File: config.mk
export PLATFORM = sky130hd
export DESIGN_NAME = pip_xmul
export DESIGN_NICKNAME = d
export VERILOG_FILES = /design/src/pip_pkg.sv /design/src/pip_xmul.sv
export SDC_FILE = /design/constraint.sdc
export NUM_CORES = 2
export LEC_CHECK = 0
export ABC_AREA = 1
export BUFFER_PORTS_ARGS = -buffer_cell sky130_fd_sc_hd__buf_2
export CAP_MARGIN = 20
export CORE_MARGIN = 8
export CORE_UTILIZATION = 30
export DETAILED_ROUTE_END_ITERATION = 6
export GPL_TIMING_DRIVEN = 1
export SYNTH_ARGS = -nofsm -noshare
export SYNTH_HDL_FRONTEND = slang
export SYNTH_SLANG_ARGS = --single-unit
File: constraint.sdc
create_clock -name clk_i -period 9.3 [get_ports clk_i]
set_input_delay 0.93 -clock clk_i [delete_from_list [all_inputs] [get_ports clk_i]]
set_output_delay 0.93 -clock clk_i [all_outputs]
set_load 0.02 [all_outputs]
File: src/pip_pkg.sv
// Shared types and constants of the point-in-polygon test core.
// Used by pip_vstore, pip_xmul and point_in_polygon_test_core.
// No dependencies.
package pip_pkg;

  // Store size and field widths.
  localparam int MaxVertices = 1024;
  localparam int IndexW      = 10;
  localparam int AddrW       = IndexW;
  localparam int CountW      = 11;
  localparam int CoordW      = 32;
  localparam int DiffW       = CoordW + 1;
  localparam int ProdW       = 2 * DiffW;
  localparam int MinVertices = 3;

  // Packing of the input tdata, lowest bits first.
  localparam int InDataW  = 80;
  localparam int IdxLsb   = 0;
  localparam int XLsb     = IdxLsb + IndexW;
  localparam int YLsb     = XLsb + CoordW;
  localparam int OutDataW = 8;

  // Item kinds carried in tuser.
  localparam logic FuncLoad  = 1'b0;
  localparam logic FuncQuery = 1'b1;

  // Write request into the vertex store.
  typedef struct packed {
    logic              we;
    logic [AddrW-1:0]  addr;
    logic [CoordW-1:0] x;
    logic [CoordW-1:0] y;
  } vs_wr_t;

  // Read request into the vertex store.
  typedef struct packed {
    logic             re;
    logic [AddrW-1:0] addr;
  } vs_rd_t;

  // Sequencer states.
  typedef enum logic [7:0] {
    S_IDLE = 8'b0000_0001,
    S_LAST = 8'b0000_0010,
    S_VERT = 8'b0000_0100,
    S_D1   = 8'b0000_1000,
    S_D2   = 8'b0001_0000,
    S_M2   = 8'b0010_0000,
    S_CMP  = 8'b0100_0000,
    S_DONE = 8'b1000_0000
  } state_e;

endpackage

File: src/pip_xmul.sv
// Shared exact signed multiplier with registered operands and product.
// Depends on pip_pkg.
module pip_xmul (
  input  logic                               clk_i,
  input  logic                               ld_i,
  input  logic signed [pip_pkg::DiffW-1:0]   a_i,
  input  logic signed [pip_pkg::DiffW-1:0]   b_i,
  output logic signed [pip_pkg::ProdW-1:0]   prod_o
);
  import pip_pkg::*;

  logic signed [DiffW-1:0] op_a_q;
  logic signed [DiffW-1:0] op_b_q;
  logic signed [ProdW-1:0] prod_q;

  // Operands are loaded on request; the product register follows the operand registers.
  always_ff @(posedge clk_i) begin
    if (ld_i) begin
      op_a_q <= a_i;
      op_b_q <= b_i;
    end
    prod_q <= ProdW'(op_a_q) * ProdW'(op_b_q);
  end

  assign prod_o = prod_q;

endmodule

Word level (Yosys, flattened, before mapping)
Cells that the tools add are included.
- multipliers: 1
- operators with widths (cell ; count):
    33-bit by 33-bit multiplier with 66-bit output ; 1
- output and inout bits: 66
- bits in registers: 132
- input bits: 68
- logic and storage cells: 4

Depth between registers and ports, before layout
- word-level depth: 1
- gate-level depth with buffers: 34
- depth with buffers taken out: 32

Least setup slack after synthesis
OpenSTA, ideal clock, no wires.
- path type: flip-flop to flip-flop
- start: reg op_a_q[32]
- end: reg prod_q[64] (netlist: prod_o[64])
- path slack: 2.215 ns
- cell stages (with the launch flop): 25
- buffers on the path: 2
- setup time: 0.112 ns
- arrival: 6.973 ns
- data required time: 9.188 ns
- path through: edfxtp_1 clkbuf_1 clkbuf_1 nand2_1 inv_1 fa_1 fa_1 fa_1 fa_1 fa_1 fa_1 fa_1 inv_1 fa_1 inv_1 ha_1 a21oi_1 a21boi_0 nand2_1 nand2_1 nand2_1 a21oi_1 nand2_1 nand2_1 nand2_1
- word-level cells in the longest chain between the ends: 1
- ends and longest elaborated chain (element ; line ; text):
    from (decl) ; pip_xmul.sv:12 ; logic signed [DiffW-1:0] op_a_q;
    from (signal assigned) ; pip_xmul.sv:19 ; op_a_q <= a_i;
    33-bit by 33-bit multiplier with 66-bit output ; pip_xmul.sv:22 ; prod_q <= ProdW'(op_a_q) * ProdW'(op_b_q);
    to (signal assigned) ; pip_xmul.sv:22 ;
    to (decl) ; pip_xmul.sv:14 ; logic signed [ProdW-1:0] prod_q;
Every way passes these cells.
A chain may end at the register's enable or synchronous reset.

Worst setup path after layout
- start: reg op_b_q[18]
- end: reg prod_q[31] (netlist: prod_o[31])
- word-level cells in the longest chain between the ends: 1
- ends and longest elaborated chain (element ; line ; text):
    from (decl) ; pip_xmul.sv:13 ; logic signed [DiffW-1:0] op_b_q;
    from (signal assigned) ; pip_xmul.sv:20 ; op_b_q <= b_i;
    33-bit by 33-bit multiplier with 66-bit output ; pip_xmul.sv:22 ;
Every way passes these cells.

==> run summary <==
post-CTS sizing = 0
slowest CP cell = edfxtp_1
number of synthesized flops with an enable pin = 66
clock slew at reported path FFs = 0.09 ns
critical-path maximum fanout = 17
Hold WC Path Type = input port to flip-flop
CP Class = flip-flop to flip-flop
Clock Sinks = 132
core area = 0.1492 mm^2
initial antenna violation count = 17
Clock Latency Late Sink = 0.53 ns
Data arrival, critical path = 8.53 ns
Hold Fails Final Rpt = 0
wire per inst = 18.06 um
PortBufs = 133
Die ar. = 0.1624 mm^2
outcome = finished clean
multi-input logic area = 0.03369 mm^2
total clock buffers created by CTS = 17
critical path's largest stage delay = 1.04 ns
Fillers = 15800
RSZ-0062 raised after global routing = false
max frequency = 122.2 MHz
top layer in use = met5
row count = 142
delay-heaviest family, CP = adder cells
slew margin rel. = 26.48%
Final ANT Viol Nets = 0
Unique masters post-synth = 34
drt drc = 0
CP cell instances = buf_4 > nand2_1 > fa_1 > inv_1 > fa_1 > inv_1 > fa_1 > inv_1 > fa_1 > fa_1 > fa_1 > fa_1 > inv_1 > fa_1 > inv_1 > ha_1 > nand2_1 > nor2_1 > nand2_1 > nor2_1 > nand2_1 > nand3_2 > xor2_1
Post-Syn Area per Cell = 8.120 um^2
max cap viols = 0
post-DR vias/cell = 4.499
Post-layout nets = 6950
register cell area after layout = 0.003303 mm^2
most common cell in the netlist = inv_1
Worst Tran Pin Value = 1.103 ns
Buf/Inv on CP = 6
overall global routing resource usage = 17.00%
# H-tree levels = 4
Worst Path Required = 9.65 ns
I/O pin cnt = 134
initial core utilization = 30.09%
setup_tns = 0 ns
vias in the first global route = 36250
synth warn = 0
startpoint types = flip-flop
syn_nets = 6961
Routed Wire Length = 135100 um
drt pass-1 iters = 6
Post-CTS Hold Buffers = 0
total gr overflow = 0
Seq/Total Area, Yosys = 7.354%
commonest cells in the synthesized netlist = inv_1, nand2_1, fa_1
clk_skew = 0.01781 ns
largest area contributor in the netlist = fa_1
final setup fails = 0
Die X = 402.9 um
ranking of synthesized cells by area = fa_1, inv_1, nand2_1
Synth Cell Area = 0.04491 mm^2
CTS tree = yes
largest net degree at the start of global routing = 41
share of layout cells above drive strength 1 = 5.946%
wl on met1 = 56850 um
first-pass GRT wire length = 213000 um
top_reg_cell synth = edfxtp_1
final worst-path cycle share = 87.97%
ys async rst share = 0%
vias post-DR = 33660
Seq cells post-synth = 132
Post-Synthesis Cells = 5531
DR WL met3 = 8829 um
1st-iter DRT viols = 2283
Area growth, synth to finish = 7.884%
Synth top area share = 51.03%
met2 wire len = 65980 um
gpl congestion = 0.9152
Die H = 402.9 um
Max clock buf depth = 2
Worst path most repeated cell = fa_1
HPWL Detailed = 117300 um
Max Slew Vio Count = 0
Setup crit end kind = flip-flop
Final min period = 8.181 ns
WHS = 0.5692 ns
setup bufs post-CTS = 0
Clk Tree Root Cell = clkbuf_16
==> layer usage <==
| metal | vias to the layer above | global-route usage (%) |
|---|---|---|
| li1 | 15080 | - |
| met1 | 17320 | 22.65 |
| met2 | 1067 | 28.56 |
| met3 | 197 | 3.009 |
| met4 | 6 | 4.509 |
| met5 | - | 0 |
==> placed cells by master (no fill, tap or decap), drive strengths merged <==
master  Yosys  routed
a21boi      4       4
a21o        2       2
a21oi      75      75
buf         3     233
clkbuf    260      18
clkinv      2       5
dfxtp      66      66
diode       0       6
edfxtp     66      66
fa       1145    1145
ha        217     217
inv      1846    1857
nand2    1484    1484
nand3      79      79
nand3b      1       1
nand4      18      18
nor2      151     151
nor3       10      10
nor4        2       2
o21ai      35      35
o21bai     20      20
or2         5       5
xnor2       6       6
xor2       34      34
==> final timing paths <==
kind / from / endpoint / slack (ns) / cells past startpoint
min: a_i[15] / op_a_q[15]$_DFFE_PP_ / 0.57 / 1
max: op_b_q[18]$_DFFE_PP_ / prod_o[31]$_DFF_P_ / 1.12 / 23
max reg2reg: op_b_q[18]$_DFFE_PP_ / prod_o[31]$_DFF_P_ / 1.12 / 23
min reg2reg: op_b_q[0]$_DFFE_PP_ / prod_o[0]$_DFF_P_ / 1.01 / 3
==> sequential cells by signal, summed over array words and instances, names as in the netlist <==
signal and cells:
op_b_q 33, op_a_q 33, prod_o 66
==> per-stage QoR <==
stage	util (%)	setup WS [ns]	cell area [um^2]	std cells
after floorplan	-	2.215	44910	5531
after global placement	32.01	1.095	47770	7442
after detailed placement	32.03	1.309	47800	7443
after CTS	32.42	1.236	48390	7475
after global routing	32.46	0.8623	48440	7478
final	32.47	1.119	48460	7483
==> area by class of cell <==
class                      instances  share of cell area (%)
antenna                            6                 0.03099
clock buffer                      18                  0.9063
clock inverter                    14                  0.3099
inverter                        1848                   14.32
multi-input combinational       3288                   69.52
sequential                       132                   6.817
tap                             1944                   5.020
timing repair buffer             233                   3.078
==> cells by family (layout without fill, tap and decap cells) <==
group	count (synthesis)	count (layout)	synth area share [%]
adders and majority gates	1362	1362	57.08
DFF	132	132	7.354
and+or+nand+nor	1750	1750	15.44
xor gates and xnor gates	40	40	0.7800
buffers and inverters	2111	2113	17.64
AOI/OAI and AO/OA	136	136	1.702
other	0	6	0
Power is left out: the tool's default activity adds up to more than one toggle a clock period on the data nets, which glitch-free logic cannot reach.
